[src/ufmm_pkg.sv]
// Shared types and constants of the ultrasonic frame median monitor.
package ufmm_pkg;

    localparam logic [1:0] OP_BYTE  = 2'd0;
    localparam logic [1:0] OP_BURST = 2'd1;
    localparam logic [1:0] OP_TICK  = 2'd2;

    localparam logic [1:0] ST_RUN  = 2'd0;
    localparam logic [1:0] ST_ERR  = 2'd1;
    localparam logic [1:0] ST_DIS  = 2'd2;

    localparam logic [1:0] REG_TIMEOUT = 2'd0;
    localparam logic [1:0] REG_NO_ECHO = 2'd1;
    localparam logic [1:0] REG_DISABLE = 2'd2;

    localparam logic [7:0]  SYNC_BYTE      = 8'hFF;
    localparam logic [3:0]  RESET_TIMEOUT  = 4'd10;
    localparam logic [15:0] RESET_DISTANCE = 16'd4500;
    localparam logic [4:0]  TIMEOUT_MAX    = 5'd31;

    typedef struct packed {
        logic [1:0] opcode;
        logic [1:0] channel;
        logic [7:0] data_byte;
    } cmd_t;

    typedef struct packed {
        logic [1:0]  out_channel;
        logic [15:0] distance;
        logic [1:0]  status;
        logic        fresh;
        logic        last;
    } res_t;

endpackage

[src/ufmm_fifo.sv]
// Two-entry command queue between the front and back parts.
module ufmm_fifo (
    input  logic          aclk,
    input  logic          aresetn,
    input  logic          in_valid,
    output logic          in_ready,
    input  ufmm_pkg::cmd_t in_data,
    output logic          out_valid,
    input  logic          out_ready,
    output ufmm_pkg::cmd_t out_data
);
    import ufmm_pkg::*;

    cmd_t       mem_reg [2];
    logic       wptr_reg, rptr_reg;
    logic [1:0] cnt_reg;
    logic       push, pop;

    assign in_ready  = (cnt_reg != 2'd2);
    assign out_valid = (cnt_reg != 2'd0);
    assign out_data  = mem_reg[rptr_reg];
    assign push      = in_valid && in_ready;
    assign pop       = out_valid && out_ready;

    always_ff @(posedge aclk) begin
        if (push) begin
            mem_reg[wptr_reg] <= in_data;
        end
        if (!aresetn) begin
            wptr_reg <= 1'b0;
            rptr_reg <= 1'b0;
            cnt_reg  <= 2'd0;
        end else begin
            if (push) wptr_reg <= ~wptr_reg;
            if (pop) rptr_reg <= ~rptr_reg;
            cnt_reg <= cnt_reg + {1'b0, push} - {1'b0, pop};
        end
    end
endmodule

[src/ufmm_front.sv]
// Front part: accepts input transfers and drops those that cause no result.
module ufmm_front #(
    parameter int CHANNELS = 3
) (
    input  logic          aclk,
    input  logic          aresetn,
    input  logic          s_valid,
    output logic          s_ready,
    input  ufmm_pkg::cmd_t s_cmd,
    output logic          q_valid,
    input  logic          q_ready,
    output ufmm_pkg::cmd_t q_cmd
);
    import ufmm_pkg::*;

    logic keep;

    always_comb begin
        keep = 1'b0;
        unique case (s_cmd.opcode)
            OP_TICK: keep = 1'b1;
            OP_BYTE, OP_BURST: keep = ({30'd0, s_cmd.channel} < CHANNELS);
            default: keep = 1'b0;
        endcase
    end

    ufmm_fifo u_fifo (
        .aclk(aclk), .aresetn(aresetn),
        .in_valid(s_valid && keep), .in_ready(s_ready),
        .in_data(s_cmd),
        .out_valid(q_valid), .out_ready(q_ready), .out_data(q_cmd)
    );
endmodule

[src/ufmm_back.sv]
// Back part: channel state, median filter and result sequencing.
module ufmm_back #(
    parameter int CHANNELS      = 3,
    parameter int HISTORY_DEPTH = 5,
    parameter int BURST_BYTES   = 8
) (
    input  logic          aclk,
    input  logic          aresetn,
    input  logic          q_valid,
    output logic          q_ready,
    input  ufmm_pkg::cmd_t q_cmd,
    input  logic [3:0]    timeout_limit,
    input  logic [15:0]   no_echo_distance,
    input  logic [2:0]    disable_mask,
    output logic          r_valid,
    input  logic          r_ready,
    output ufmm_pkg::res_t r_data
);
    import ufmm_pkg::*;

    localparam int CW = (CHANNELS > 1) ? $clog2(CHANNELS) : 1;
    localparam int BW = $clog2(BURST_BYTES + 1);
    localparam int MID = HISTORY_DEPTH / 2;

    logic [23:0]      win_reg   [CHANNELS];
    logic [BW-1:0]    cnt_reg   [CHANNELS];
    logic             taken_reg [CHANNELS];
    logic [15:0]      hist_reg  [CHANNELS][HISTORY_DEPTH];
    logic [15:0]      dist_reg  [CHANNELS];
    logic             err_reg   [CHANNELS];
    logic [4:0]       tmo_reg   [CHANNELS];

    // Stage 1: history pushed, median pending.
    logic             med_pend_reg;
    logic [CW-1:0]    med_ch_reg;
    // Tick emission sequencer.
    logic             tick_busy_reg;
    logic [CW-1:0]    tick_idx_reg;
    // Output register.
    logic             r_valid_reg;
    res_t             r_data_reg;

    logic [CW-1:0] ch;
    logic          dis_c;
    logic [7:0]    b0, b1, b2;
    logic          frame_hit;
    logic          out_free;
    logic          take;
    logic [15:0]   median;
    logic [15:0]   hv [HISTORY_DEPTH];

    assign ch    = q_cmd.channel[CW-1:0];
    assign dis_c = (q_cmd.channel < 2'd3) && disable_mask[q_cmd.channel];
    assign b0 = win_reg[ch][23:16];
    assign b1 = win_reg[ch][15:8];
    assign b2 = win_reg[ch][7:0];
    assign frame_hit = (q_cmd.opcode == OP_BYTE) && !dis_c
        && ({{(32-BW){1'b0}}, cnt_reg[ch]} < BURST_BYTES) && !taken_reg[ch]
        && ({{(32-BW){1'b0}}, cnt_reg[ch]} >= 3) && (b0 == SYNC_BYTE)
        && (8'(b0 + b1 + b2) == q_cmd.data_byte);

    assign out_free = !r_valid_reg || r_ready;
    // A frame waits for its median, a tick for its sequencer; the rest is direct.
    assign take    = q_valid && out_free && !med_pend_reg && !tick_busy_reg;
    assign q_ready = take;

    // Median by rank count over the history row.
    always_comb begin
        int lt, le;
        median = 16'd0;
        for (int i = 0; i < HISTORY_DEPTH; i++) hv[i] = hist_reg[med_ch_reg][i];
        for (int i = 0; i < HISTORY_DEPTH; i++) begin
            lt = 0;
            le = 0;
            for (int j = 0; j < HISTORY_DEPTH; j++) begin
                if (hv[j] < hv[i]) lt++;
                if (hv[j] <= hv[i]) le++;
            end
            if (lt <= MID && le > MID) median = hv[i];
        end
    end

    function automatic logic [1:0] stat_of(input logic d, input logic e);
        return d ? ST_DIS : (e ? ST_ERR : ST_RUN);
    endfunction

    assign r_valid = r_valid_reg;
    assign r_data  = r_data_reg;

    always_ff @(posedge aclk) begin
        logic [15:0] md;
        logic [CW:0] ti;
        logic        td;
        if (r_valid_reg && r_ready) r_valid_reg <= 1'b0;
        md = (median == 16'd0) ? no_echo_distance : median;
        if (med_pend_reg && out_free) begin
            dist_reg[med_ch_reg] <= md;
            med_pend_reg <= 1'b0;
            r_valid_reg <= 1'b1;
            r_data_reg <= '{out_channel: 2'(med_ch_reg), distance: md,
                            status: ST_RUN, fresh: 1'b1, last: 1'b1};
        end
        if (tick_busy_reg && out_free) begin
            ti = {1'b0, tick_idx_reg};
            td = (ti < 3) && disable_mask[2'(ti)];
            r_valid_reg <= 1'b1;
            r_data_reg <= '{out_channel: 2'(tick_idx_reg),
                            distance: dist_reg[tick_idx_reg],
                            status: stat_of(td, err_reg[tick_idx_reg]),
                            fresh: 1'b0,
                            last: ({{(31-CW){1'b0}}, ti} == CHANNELS - 1)};
            if ({{(31-CW){1'b0}}, ti} == CHANNELS - 1) tick_busy_reg <= 1'b0;
            else tick_idx_reg <= tick_idx_reg + 1'b1;
        end
        if (take) begin
            unique case (q_cmd.opcode)
                OP_TICK: begin
                    for (int i = 0; i < CHANNELS; i++) begin
                        if (!((i < 3) && disable_mask[i]) && !err_reg[i]) begin
                            if (tmo_reg[i] != TIMEOUT_MAX) tmo_reg[i] <= tmo_reg[i] + 5'd1;
                            if (((tmo_reg[i] == TIMEOUT_MAX) ? tmo_reg[i]
                                 : tmo_reg[i] + 5'd1) > {1'b0, timeout_limit})
                                err_reg[i] <= 1'b1;
                        end
                    end
                    tick_busy_reg <= 1'b1;
                    tick_idx_reg  <= '0;
                end
                OP_BURST: begin
                    cnt_reg[ch]   <= '0;
                    taken_reg[ch] <= 1'b0;
                    if (dis_c) tmo_reg[ch] <= '0;
                    r_valid_reg <= 1'b1;
                    r_data_reg <= '{out_channel: q_cmd.channel, distance: dist_reg[ch],
                                    status: stat_of(dis_c, err_reg[ch]),
                                    fresh: 1'b0, last: 1'b1};
                end
                default: begin
                    if (dis_c) begin
                        tmo_reg[ch] <= '0;
                    end else if ({{(32-BW){1'b0}}, cnt_reg[ch]} < BURST_BYTES) begin
                        cnt_reg[ch] <= cnt_reg[ch] + 1'b1;
                        win_reg[ch] <= {win_reg[ch][15:0], q_cmd.data_byte};
                    end
                    if (frame_hit) begin
                        for (int k = 0; k < HISTORY_DEPTH - 1; k++)
                            hist_reg[ch][k] <= hist_reg[ch][k+1];
                        hist_reg[ch][HISTORY_DEPTH-1] <= {b1, b2};
                        tmo_reg[ch]   <= '0;
                        err_reg[ch]   <= 1'b0;
                        taken_reg[ch] <= 1'b1;
                        med_pend_reg  <= 1'b1;
                        med_ch_reg    <= ch;
                    end else begin
                        r_valid_reg <= 1'b1;
                        r_data_reg <= '{out_channel: q_cmd.channel,
                                        distance: dist_reg[ch],
                                        status: stat_of(dis_c, err_reg[ch]),
                                        fresh: 1'b0, last: 1'b1};
                    end
                end
            endcase
        end
        if (!aresetn) begin
            r_valid_reg   <= 1'b0;
            med_pend_reg  <= 1'b0;
            tick_busy_reg <= 1'b0;
            tick_idx_reg  <= '0;
            for (int i = 0; i < CHANNELS; i++) begin
                cnt_reg[i]   <= '0;
                taken_reg[i] <= 1'b0;
                dist_reg[i]  <= RESET_DISTANCE;
                err_reg[i]   <= 1'b0;
                tmo_reg[i]   <= '0;
                for (int k = 0; k < HISTORY_DEPTH; k++) hist_reg[i][k] <= '0;
            end
        end
    end
endmodule

[src/ultrasonic_frame_median_monitor.sv]
// Top level of the ultrasonic frame median monitor.
// Input transfers on s_axis carry sensor bytes, burst ends and watchdog
// ticks. A byte or burst end for a valid channel yields one result on
// m_axis; a tick yields one result per channel, the last one with tlast.
// Opcode 3 and out-of-range channels yield nothing and are dropped.
// A two-entry queue decouples input from the result side, and results sit
// in an output register, so input keeps flowing while a result waits.
// Bytes and burst ends go through the queue to the output register; a byte
// that completes a frame first shifts the history, then sends its median.
// A tick holds the result port until every channel has its result. With
// m_axis_tready high, sustained rate is one input per cycle but for those.
// Reset clears channel state but the byte window, sets each distance to
// 4500, and restores the configuration registers to their defaults.
// When m_axis_tready is low, results hold and the queue fills, after which
// s_axis_tready drops. Configuration is written through cfg_we.
module ultrasonic_frame_median_monitor #(
    parameter int CHANNELS      = 3,
    parameter int HISTORY_DEPTH = 5,
    parameter int BURST_BYTES   = 8
) (
    input  logic        aclk,
    input  logic        aresetn,
    input  logic        s_axis_tvalid,
    output logic        s_axis_tready,
    input  logic [15:0] s_axis_tdata,  // opcode[1:0], channel[3:2], data_byte[11:4]
    output logic        m_axis_tvalid,
    input  logic        m_axis_tready,
    output logic [23:0] m_axis_tdata,  // out_channel[1:0], distance[17:2], status[19:18]
    output logic        m_axis_tuser,  // fresh
    output logic        m_axis_tlast,
    input  logic        cfg_we,
    input  logic [1:0]  cfg_addr,
    input  logic [15:0] cfg_wdata
);
    import ufmm_pkg::*;

    cmd_t       s_cmd, q_cmd;
    res_t       res;
    logic       q_valid, q_ready;
    logic [3:0] tmo_lim_reg;
    logic [15:0] no_echo_reg;
    logic [2:0] dis_reg;

    assign s_cmd = '{opcode: s_axis_tdata[1:0], channel: s_axis_tdata[3:2],
                     data_byte: s_axis_tdata[11:4]};

    always_ff @(posedge aclk) begin
        if (!aresetn) begin
            tmo_lim_reg <= RESET_TIMEOUT;
            no_echo_reg <= RESET_DISTANCE;
            dis_reg     <= '0;
        end else if (cfg_we) begin
            unique case (cfg_addr)
                REG_TIMEOUT: tmo_lim_reg <= cfg_wdata[3:0];
                REG_NO_ECHO: no_echo_reg <= cfg_wdata;
                REG_DISABLE: dis_reg     <= cfg_wdata[2:0];
                default: ;
            endcase
        end
    end

    ufmm_front #(.CHANNELS(CHANNELS)) u_front (
        .aclk(aclk), .aresetn(aresetn),
        .s_valid(s_axis_tvalid), .s_ready(s_axis_tready), .s_cmd(s_cmd),
        .q_valid(q_valid), .q_ready(q_ready), .q_cmd(q_cmd)
    );

    ufmm_back #(.CHANNELS(CHANNELS), .HISTORY_DEPTH(HISTORY_DEPTH),
                .BURST_BYTES(BURST_BYTES)) u_back (
        .aclk(aclk), .aresetn(aresetn),
        .q_valid(q_valid), .q_ready(q_ready), .q_cmd(q_cmd),
        .timeout_limit(tmo_lim_reg), .no_echo_distance(no_echo_reg),
        .disable_mask(dis_reg),
        .r_valid(m_axis_tvalid), .r_ready(m_axis_tready), .r_data(res)
    );

    assign m_axis_tdata = {4'd0, res.status, res.distance, res.out_channel};
    assign m_axis_tuser = res.fresh;
    assign m_axis_tlast = res.last;
endmodule
[config.mk]
export PLATFORM = sky130hd
export DESIGN_NAME = ultrasonic_frame_median_monitor
export DESIGN_NICKNAME = d
export VERILOG_FILES = /design/src/ufmm_pkg.sv /design/src/ufmm_fifo.sv /design/src/ufmm_front.sv /design/src/ufmm_back.sv /design/src/ultrasonic_frame_median_monitor.sv
export SDC_FILE = /design/constraint.sdc
export NUM_CORES = 1
export LEC_CHECK = 0
export BUFFER_PORTS_ARGS = -buffer_cell sky130_fd_sc_hd__buf_2
export CORE_UTILIZATION = 60
export CTS_BUF_LIST = sky130_fd_sc_hd__clkbuf_4 sky130_fd_sc_hd__clkbuf_8 sky130_fd_sc_hd__clkbuf_16
export CTS_CLUSTER_DIAMETER = 30
export DETAILED_ROUTE_END_ITERATION = 6
export GPL_ROUTABILITY_DRIVEN = 0
export PLACE_DENSITY_LB_ADDON = 0.05
export RECOVER_POWER = 100
export SYNTH_ARGS = -nofsm -noshare
export SYNTH_HDL_FRONTEND = slang
export SYNTH_HIERARCHICAL = 1
export SYNTH_SLANG_ARGS = --single-unit
[constraint.sdc]
create_clock -name aclk -period 13.92 [get_ports aclk]
set_input_delay 1.392 -clock aclk [delete_from_list [all_inputs] [get_ports aclk]]
set_output_delay 1.392 -clock aclk [all_outputs]
set_load 0.03 [all_outputs]
* Word-level counts from Yosys, hierarchy flattened
Memory sizes are Yosys's and may differ from the RTL's. A register that Yosys moved wholly into a read port is not among the register bits.
Cells that the tools add are included.
** Word-level totals
- Register bits after elaboration :: 56
- Input bits :: 39
- Memories :: 8
- Bits in writable memories :: 417
- Output and inout bits :: 28
- Logic and storage cells :: 428
** Cells by class
- Magnitude comparators :: 70
- Bitwise gates (word level) :: 49
- Mux-type cells :: 160
- Add/sub/neg operators :: 49
- Reductions and logical operators :: 48
- Equal/unequal tests :: 28
** Memories
- u_back.hist_reg :: words 3, bits a word 80, rd ports 2, clocked after memory_dff 1, wr ports 4, line ufmm_back.sv:28 : logic [15:0] hist_reg [CHANNELS][HISTORY_DEPTH];
- u_back.win_reg :: words 3, bits a word 24, rd ports 1, clocked after memory_dff 0, wr ports 1, line ufmm_back.sv:25 : logic [23:0] win_reg [CHANNELS];
- u_back.dist_reg :: words 3, bits a word 16, rd ports 2, clocked after memory_dff 1, wr ports 4, line ufmm_back.sv:29 : logic [15:0] dist_reg [CHANNELS];
- u_front.u_fifo.mem_reg :: words 2, bits a word 12, rd ports 1, clocked after memory_dff 1, wr ports 1, line ufmm_fifo.sv:14 : cmd_t mem_reg [2];
- u_back.tmo_reg :: words 3, bits a word 5, rd ports 3, clocked after memory_dff 0, wr ports 4, line ufmm_back.sv:31 : logic [4:0] tmo_reg [CHANNELS];
- u_back.cnt_reg :: words 3, bits a word 4, rd ports 1, clocked after memory_dff 0, wr ports 4, line ufmm_back.sv:26 : logic [BW-1:0] cnt_reg [CHANNELS];
- 2 more memories
** Operator list (count)
- $mux 32 :: 40
- $add 32x2->32 const B :: 30
- $le 16x16->1 :: 25
- $lt 16x16->1 :: 25
- $gt 32x3->1 const B :: 5
- $le 32x3->1 const B :: 5
- $mux 16 :: 6
- $mux 22 :: 4
- $mux 1 :: 87
- $pmux 22 s2 :: 1
- $mux 5 :: 8
- $eq 2x2->1 const B :: 16
- $logic_and 1x1->1 :: 25
- $and 1x1->1 :: 24
- $add 1x1->2 const B :: 10
- $mux 2 :: 9
- $add 8x8->8 :: 2
- $logic_not 16->1 :: 1
- $add 5x1->5 const B :: 3
- $eq 5x5->1 const B :: 3
- $gt 5x4->1 :: 3
- $ne 5x5->1 const B :: 3
- $not 1->1 :: 15
- $logic_not 1->1 :: 11
- other kinds (22) :: 43

* Longest topological paths before layout
Gate-level depths: netlist of run 1.
- Depth in word-level cells :: 24
- Depth in mapped cells :: 33
- Gate-level depth less buffers :: 27

* Hierarchy
Netlist of run 1, hierarchy kept.
** Modules (own cells, without submodules)
- ufmm_back :: cells an instance 3074, area each 30210.2 µm², sequential area each 12261.8 µm², instances 1
- ufmm_fifo :: cells an instance 61, area each 1098.6 µm², sequential area each 820.8 µm², instances 1
- ultrasonic_frame_median_monitor :: cells an instance 104, area each 975.9 µm², sequential area each 460.4 µm², instances 1
- ufmm_front :: cells an instance 3, area each 17.5 µm², sequential area each 0.0 µm², instances 1

* Worst setup path after synthesis of run 1
Ideal clock, no wire load.
- Kind :: reg-to-reg
- Start point :: register with a tool-made name
- End point :: memory u_back/hist_reg[3][0] (netlist name) (enable)
- Library setup time :: 0.519 ns
- Arrival time :: 9.426 ns
- Required time :: 13.401 ns
- Setup slack :: 3.975 ns
- Stages on the path, launching flop included :: 26
- Buffers on the path :: 7
- Period minus slack after synthesis :: 9.945 ns
- Path through :: dfxtp_1 buf_4 mux2_2 clkbuf_1 buf_2 buf_2 buf_1 clkbuf_1 mux2i_1 o21ai_0 inv_1 fa_1 inv_1 ha_1 inv_1 fa_1 xnor2_1 xnor2_1 nand2_1 nor3_1 or4b_1 or4_1 buf_2 nor3_2 inv_1 nor2_1
** RTL lines (line)
- end: declaration :: ufmm_back.sv:28

==> results of run 1 <==
how the worst max path moves through the flow:
stage,to,cells past startpoint,from
finish,u_back/dist_reg[3][4],27,flip-flop
global route,u_back/hist_reg[0][44],21,flip-flop
CTS,u_back/hist_reg[3][78],20,flip-flop
detailed placement,u_back/hist_reg[3][76],20,flip-flop
global placement,u_back/dist_reg[3][4],28,flip-flop
floorplan,u_back/hist_reg[3][0],25,flip-flop
power by group through the flow:
stage               registers (uW)  logic [uW]  clock network, uW
global placement              1920         874                  0
CTS                           1890         899               2880
finish                        1900         887               2860
floorplan                     1950         625                  0
detailed placement            1930         891                  0
global route                  1900         963               2960
kinds of logic after synthesis:
family | Yosys count
simple gates | 970
compound gates | 794
flops | 577
buf+inv | 360
mux | 254
fa+ha+maj | 239
xor+xnor | 47
other cells | 1
metrics by stage:
step           std cells  power [uW]  hold WS, ns
4_1_cts             4049        5670        0.453
6_report            4049        5640        0.452
2_1_floorplan       3245        2580        0.433
5_1_grt             4049        5820        0.469
3_3_place_gp        3834        2800        0.439
3_5_place_dp        3834        2820        0.447
area by class of cell:
class / count / area (um2) / area share (%)
sequential: 577 / 13600 / 36.6
multi-input combinational: 2308 / 17400 / 47.0
inverter: 164 / 623 / 1.68
clock buffer: 145 / 3170 / 8.57
clock inverter: 70 / 938 / 2.54
timing repair buffer: 97 / 482 / 1.30
tap: 688 / 861 / 2.33
critical path: stages (launching register included):
cell	delay, ns
dfxtp_4	0.63
clkbuf_1	2.10
mux4_2	0.81
inv_1	0.19
ha_1	0.27
nand4_1	0.14
or4_1	0.28
a21oi_1	0.13
a2111oi_0	0.92
buf_4	0.26
nor2_1	0.06
ha_1	0.33
xnor2_1	0.31
ha_1	0.31
nor2b_1	0.14
a21o_1	0.20
ha_1	0.29
nand2b_1	0.09
o2111a_1	0.18
a2111oi_0	0.10
buf_4	0.26
a21o_1	0.45
a211oi_1	0.66
o22ai_1	0.20
nor4_1	0.38
buf_4	0.45
nand2_2	0.42
o21ai_0	0.29
per-layer routing:
| metal | global-route usage (%) | up-vias |
|---|---|---|
| met3 | 6.24 | 227 |
| met4 | 13.2 | 0 |
| met2 | 54.4 | 1295 |
| li1 | - | 11900 |
| met1 | 45.3 | 12900 |
| met5 | 0 | - |
synthesized netlist by cell type, drive strengths merged, types with 13 or more instances:
master,number
a21o,17
mux2i,55
dfxtp,378
a311oi,27
nor3,13
nand2b,25
buf,44
nand2,625
nand4,49
a21oi,412
nor2b,19
ha,228
mux4,181
xnor2,32
a22oi,28
edfxtp,199
o211ai,13
a31oi,23
clkbuf,152
o22ai,45
mux2,18
xor2,15
inv,164
nand3,29
o21ai,111
a211oi,22
nor2,138
a22o,16
o31ai,22
cells in the final DEF, fill, tap and decap left out, types with 25 or more instances in the layout:
cell type  netlist  layout
o21ai_0        100     108
clkbuf_1       152      49
a22oi_1         28      28
xnor2_1         32      32
nand2_1        624     624
mux4_2         181     181
mux2i_1         55      55
a21oi_1        411     411
ha_1           228     228
inv_1          164     163
nor2_1         138     130
edfxtp_1       199     199
clkbuf_16        0     115
nand2b_1        25      25
o22ai_1         45      45
nand3_1         29      29
dfxtp_1        378     375
nand4_1         49      49
==> PnR_summary.wiki, run 1 <==
{| class="wikitable"
! Metric !! Value
|-
| Critical path arrival || 11.68 ns
|-
| Routed length on met2 || 43.5 mm
|-
| Data required time of the critical path || 14.43 ns
|-
| Number of endpoints with negative hold slack in the final report || 0
|-
| Net count, final || 3,540
|-
| Antenna Diode Count || 0
|-
| # DRC || 4
|-
| Vias after detailed routing || between 20,000 and 30,000
|-
| Filler Cell Count || between 3,000 and 4,000
|-
| Hold-critical path endpoint || u_back/hist_reg[2][76]
|-
| Residual overflow from global routing || 0
|-
| Cell type with the largest total area after synthesis || dfxtp_1
|-
| Crit share post-route || 80.2%
|-
| Flop and latch count out of synthesis || slightly below 600
|-
| Main flop type after synthesis || dfxtp_1
|-
| Setup slack of the critical path after layout || 2.75 ns
|-
| Ratio of cells with drive above 1 in the final layout || approximately 15%
|-
| Detail-routed net length per standard cell || 22.8 um
|-
| Synth top area share || a little under a quarter
|-
| DIE AREA || 0.0548 mm2
|-
| Synthesized cell area || 0.0323 mm2
|-
| Leakage power total || about 0.014 uW
|-
| Aggregate routed wire length || 92.4 mm
|-
| Post-synthesis share of cell area spent on full adders, half adders and majority gates || 9.51%
|-
| Hold-fix buffer count after cts || 0
|-
| Logic gate share of total power || 15.7%
|-
| Clock tree from TritonCTS || built
|-
| Largest register FFs || 320
|-
| Number of CTS-inserted buffers || 114
|-
| Core outline area || around 0.053 mm2
|-
| Worst-case headroom to the max-slew limit || -131%
|-
| Non-Filler Cell Area, Final || 0.0370 mm2
|-
| Number of clock sinks || 577
|-
| Number of enable-type register cells in the synthesized netlist || 199
|-
| Power spent charging and discharging nets || 1540 uW
|-
| Startpoint type of the worst setup path || flip-flop
|-
| Starting Density || 61.1%
|-
| Final setup violating endpoints || 0
|-
| Setup crit end kind || flip-flop
|-
| Share of cell area taken by muxes after synthesis || 15.0%
|-
| Die Span Y || around 230 um
|-
| Synth-to-Final Area Change || 14.6%
|-
| Dpl cell area || 0.0331 mm2
|-
| Worst clock skew || 0.0600 ns
|-
| Area share of and/or/nand/nor cells after synthesis || 13.0%
|-
| Sw Share || about 27%
|-
| Via density || 6.51
|-
| Average size of a mapped cell || ~10 um2
|-
| VDD IR-drop max || ~0.00012 V
|-
| Worst slack, placed || between 4 and 5 ns
|-
| WS Path Type || reg2reg
|-
| Count of yosys warnings during synthesis || 6
|-
| Maximum fanout along the worst path || 33
|-
| H-tree levels || 3
|-
| Cell depth of the worst min-delay path || 2
|-
| Post-synthesis cell type count || 85
|-
| Clock latency of the later-clocked register in the worst-skew pair || 0.69 ns
|-
| 1st-iter DRT viols || 2,932
|-
| Width of the die || 234 um
|-
| Met3 WL || 8.72 mm
|-
| Max-Cap Viols || 9
|-
| Clock period minus final worst setup slack || between 10 and 15 ns
|-
| RSZ-0062 raised after global routing || no
|-
| Total I/O pin count || 67
|-
| Failing checks || design-rule violations, max-capacitance violations, max-slew violations
|-
| Relative contribution of the clock network to total power || 50.6%
|-
| Worst min-delay path class || reg2reg
|-
| Post-CTS Setup Repair Bufs || 0
|-
| Root Driver || clkbuf_16
|-
| Worst-case register-to-register setup slack || 2.75 ns
|-
| Vias in the first global route || 26,200
|-
| Internal power || 4100 uW
|-
| FF-to-FF path depth || 27
|-
| Global routing usage summed across all routing layers || about 34%
|-
| Post-synthesis xor/xnor area fraction || 1.27%
|-
| Seq/Total Area, Yosys || about two fifths
|-
| Global-route wire length before repair || between 100 and 150 mm
|-
| Sequential power share || between 30% and 40%
|-
| Number of cells produced by synthesis || 3,242
|-
| Compound-gate portion of the synthesized area || 14.9%
|-
| Total number of placement rows || 84
|-
| Clock Path Buffers || 3
|-
| Final antenna-violating net count || 0
|-
| Number of resized instances in the post-cts repair step || 0
|-
| Largest family of logic cells by synthesized area || multiplexers
|-
| Status || finished with violations
|-
| Async SR Flop Fraction || 0%
|-
| Timing-limited maximum frequency || ~90 MHz
|-
| Number of max-slew violations in the final report || 401
|-
| Detailed-routing wirelength on met1 || 37.3 mm
|-
| HPWL Detailed || between 50 and 60 mm
|-
| TNS Setup || 0 ns
|-
| Number of input and output port buffers inserted || 58
|-
| Initial antenna violation count || 0
|-
| Worst slew pin tran || 3.46 ns
|-
| Min-delay src || u_back/hist_reg[2][76]
|-
| Number of detailed-route iterations in the first pass || 7
|-
| Reg2reg end || u_back/dist_reg[3][4]
|-
| Final core utilization || 70.0%
|-
| Power density relative to cell area || 152 mW/mm2
|-
| Top layer used by detailed routing || met4
|-
| Pin count of the biggest net entering global routing || 172
|-
| Reg clk slew, reported paths || 0.05 ns
|-
| Ranking of synthesized cells by area || dfxtp_1, edfxtp_1, mux4_2
|}
Power figures use the tool's default switching activity.
==> run 2: changes to the inputs <==
==> constraint.sdc (replaced) <==
create_clock -name aclk -period 10.3 [get_ports aclk]
set_input_delay 1.03 -clock aclk [delete_from_list [all_inputs] [get_ports aclk]]
set_output_delay 1.03 -clock aclk [all_outputs]
set_load 0.03 [all_outputs]
==> run 2 against run 1 <==
Net effect: clock-buffer cell count rose by 6; the flow still finishes with violations (design-rule violations, max-capacitance violations, max-slew violations); critical path type unchanged; combinational power increased by 38%; non-clock buffer count grew 11; total power is 36% higher; sequential share of layout area down 0.23 points; global-route usage shrank 0.064 points; fmax is 21% higher.
==> PnR_summary.wiki, run 2 (synthesis results as in run 1) <==
{| class="wikitable"
! Metric !! Value
|-
| Starting Density || 61.1% (unchanged)
|-
| Global routing usage summed across all routing layers || 33.7% (was 33.8%)
|-
| Residual overflow from global routing || 0 (unchanged)
|-
| Ratio of cells with drive above 1 in the final layout || 15.1% (was 14.8%)
|-
| Clock Path Buffers || 3 (unchanged)
|-
| Crit share post-route || 89.7% (was 80.2%)
|-
| Number of max-slew violations in the final report || 280 (was 401)
|-
| Maximum fanout along the worst path || 32 (was 33)
|-
| Root Driver || clkbuf_16 (unchanged)
|-
| Number of CTS-inserted buffers || 115 (was 114)
|-
| Number of endpoints with negative hold slack in the final report || 0 (unchanged)
|-
| Clock tree from TritonCTS || built (unchanged)
|-
| Worst stage delay on the critical path || 1.19 ns (was 2.10 ns)
|-
| Met1 Usage GRT || 45.6% (was 45.3%)
|-
| Vias in the first global route || 25,800 (was 26,200)
|-
| Net count, final || 3,552 (was 3,540)
|-
| Total I/O pin count || 67 (unchanged)
|-
| DIE AREA || 0.0548 mm2 (unchanged)
|-
| Met3 track demand over resource || 7.00% (was 6.24%)
|-
| Cell with the largest stage delay on the worst path || dfxtp_2 (was clkbuf_1)
|-
| Setup crit end kind || flip-flop (unchanged)
|-
| Data required time of the critical path || 10.85 ns (was 14.43 ns)
|-
| Routing layer with the top usage in global route || met2 (unchanged)
|-
| Post-Layout Cell Count || 4,064 (was 4,049)
|-
| Largest register FFs || 320 (unchanged)
|-
| WS Path Type || reg2reg (unchanged)
|-
| Core outline area || 0.0529 mm2 (unchanged)
|-
| Die Span Y || 234 um (unchanged)
|-
| Post-CTS Setup Repair Bufs || 0 (unchanged)
|-
| Most common cell after layout, fill and taps aside || nand2_1 (unchanged)
|-
| Hold-fix buffer count after cts || 0 (unchanged)
|-
| Failing checks || design-rule violations, max-capacitance violations, max-slew violations (unchanged)
|-
| Worst-case headroom to the max-slew limit || -161% (was -131%)
|-
| # DRC || 4 (unchanged)
|-
| Critical Path Most Common Cell || buf_4 (was ha_1)
|-
| Worst min-delay path class || reg2reg (unchanged)
|-
| Vias after detailed routing || 26,300 (was 26,400)
|-
| RSZ-0062 raised after global routing || no (unchanged)
|-
| Filler Cell Count || 3,925 (was 3,981)
|-
| 1st-iter DRT viols || 2,882 (was 2,932)
|-
| Clock period minus final worst setup slack || 9.24 ns (was 11.17 ns)
|-
| Worst slew pin tran || 3.91 ns (was 3.46 ns)
|-
| Antenna Diode Count || 0 (unchanged)
|-
| Width of the die || 234 um (unchanged)
|-
| Global-route wire length before repair || 143 mm (about the same)
|-
| TNS Setup || 0 ns (unchanged)
|-
| Via density || 6.47 (was 6.51)
|-
| Aggregate routed wire length || 91.8 mm (was 92.4 mm)
|-
| Clock latency of the later-clocked register in the worst-skew pair || 0.67 ns (was 0.69 ns)
|-
| Crit-path cells || buf_4 > mux4_2 > ha_1 > nand4_1 > nor4_1 > o21ai_0 > nand3_1 > and2_1 > inv_1 > fa_1 > ha_1 > or3_1 > nand4b_1 > and3_1 > buf_4 > a21oi_1 > a22oi_1 > o22ai_1 > nor4_4 > buf_4 > nand2_2 > a41oi_1
|-
| Final setup violating endpoints || 0 (unchanged)
|-
| Commonest cells after routing, fill and taps aside || nand2_1, a21oi_1, dfxtp_1 (unchanged)
|-
| Number of resized instances in the post-cts repair step || 0 (unchanged)
|-
| Number of detailed-route iterations in the first pass || 7 (unchanged)
|-
| VDD IR-drop max || 0.000192 V (was 0.000118 V)
|-
| Final antenna-violating net count || 0 (unchanged)
|-
| Synth-to-Final Area Change || 15.3% (was 14.6%)
|-
| HPWL Detailed || 58.7 mm (was 59.4 mm)
|-
| Status || finished with violations (unchanged)
|-
| Startpoint type of the worst setup path || flip-flop (unchanged)
|-
| Leakage power total || 0.0139 uW (was 0.0137 uW)
|-
| Initial antenna violation count || 0 (unchanged)
|-
| Number of clock sinks || 577 (unchanged)
|-
| Global Route met2 Usage || 53.1% (was 54.4%)
|-
| Detail-routed net length per standard cell || 22.6 um (was 22.8 um)
|-
| Max-Cap Viols || 7 (was 9)
|-
| Number of input and output port buffers inserted || 58 (unchanged)
|-
| Reg clk slew, reported paths || 0.05 ns (about the same)
|-
| Worst clock skew || 0.0263 ns (was 0.0600 ns)
|-
| H-tree levels || 3 (unchanged)
|-
| Timing-limited maximum frequency || 108 MHz (was 89.5 MHz)
|-
| Critical path arrival || 9.79 ns (was 11.68 ns)
|-
| DP Cell Count || 3,845 (was 3,834)
|-
| Power density relative to cell area || 206 mW/mm2 (was 152 mW/mm2)
|-
| Total number of placement rows || 84 (unchanged)
|-
| Pin count of the biggest net entering global routing || 115 (was 172)
|}
==> run 2: per-stage QoR <==
step,setup WS [ns],area (um2),utilization [%],hold WS [ns],total power (uW)
2_1_floorplan,0.355,32300,-,0.433,3480
3_3_place_gp,1.89,33200,62.9,0.438,3790
3_5_place_dp,1.77,33200,62.9,0.445,3830
4_1_cts,1.73,37400,70.7,0.451,7700
5_1_grt,0.656,37200,70.4,0.470,7910
6_report,1.06,37200,70.4,0.447,7660
==> run 2: worst paths after layout <==
| path | start | endpoint | slack (ns) | depth (start not counted) |
|---|---|---|---|---|
| max | flip-flop | u_back/dist_reg[0][4] | 1.06 | 22 |
| min | u_back/hist_reg[0][64] | u_back/hist_reg[0][64] | 0.45 | 2 |
| max reg2reg | flip-flop | u_back/dist_reg[0][4] | 1.06 | 22 |
| min reg2reg | u_back/hist_reg[0][64] | u_back/hist_reg[0][64] | 0.45 | 2 |
==> run 2: per-layer routing <==
| layer | share of wire, % | vias up |
|---|---|---|
| met4 | 3.5 | 0 |
| met5 | 0 | - |
| met2 | 46 | 1242 |
| met3 | 9.6 | 222 |
| li1 | - | 12000 |
| met1 | 41 | 12900 |
==> run 2: area by class of cell <==
class / count / area, um2 / share of cell area, %
clock buffer: 151 / 3310 / 8.88
tap: 688 / 861 / 2.31
sequential: 577 / 13500 / 36.4
inverter: 164 / 623 / 1.67
multi-input combinational: 2308 / 17500 / 46.9
timing repair buffer: 108 / 609 / 1.64
clock inverter: 68 / 825 / 2.21
==> run 2: power breakdown <==
part           switching, uW  total (uW)  internal, uW  leakage, uW
clock network           1220        3870          2640      0.00203
logic                    759        1220           465      0.00696
registers               74.2        2570          2490      0.00487
total                   2060        7660          5600       0.0139
==> run 2: critical path: cells and delay by family, from the launching register on <==
kind,cells,cell delay [ns]
AND/OR/NAND/NOR,9,3.66
buffers and inverters,4,1.21
flip-flops,1,1.19
adder cells (fa/ha/maj),3,1.16
AO/OA/AOI/OAI,5,1.14
multiplexers,1,0.63
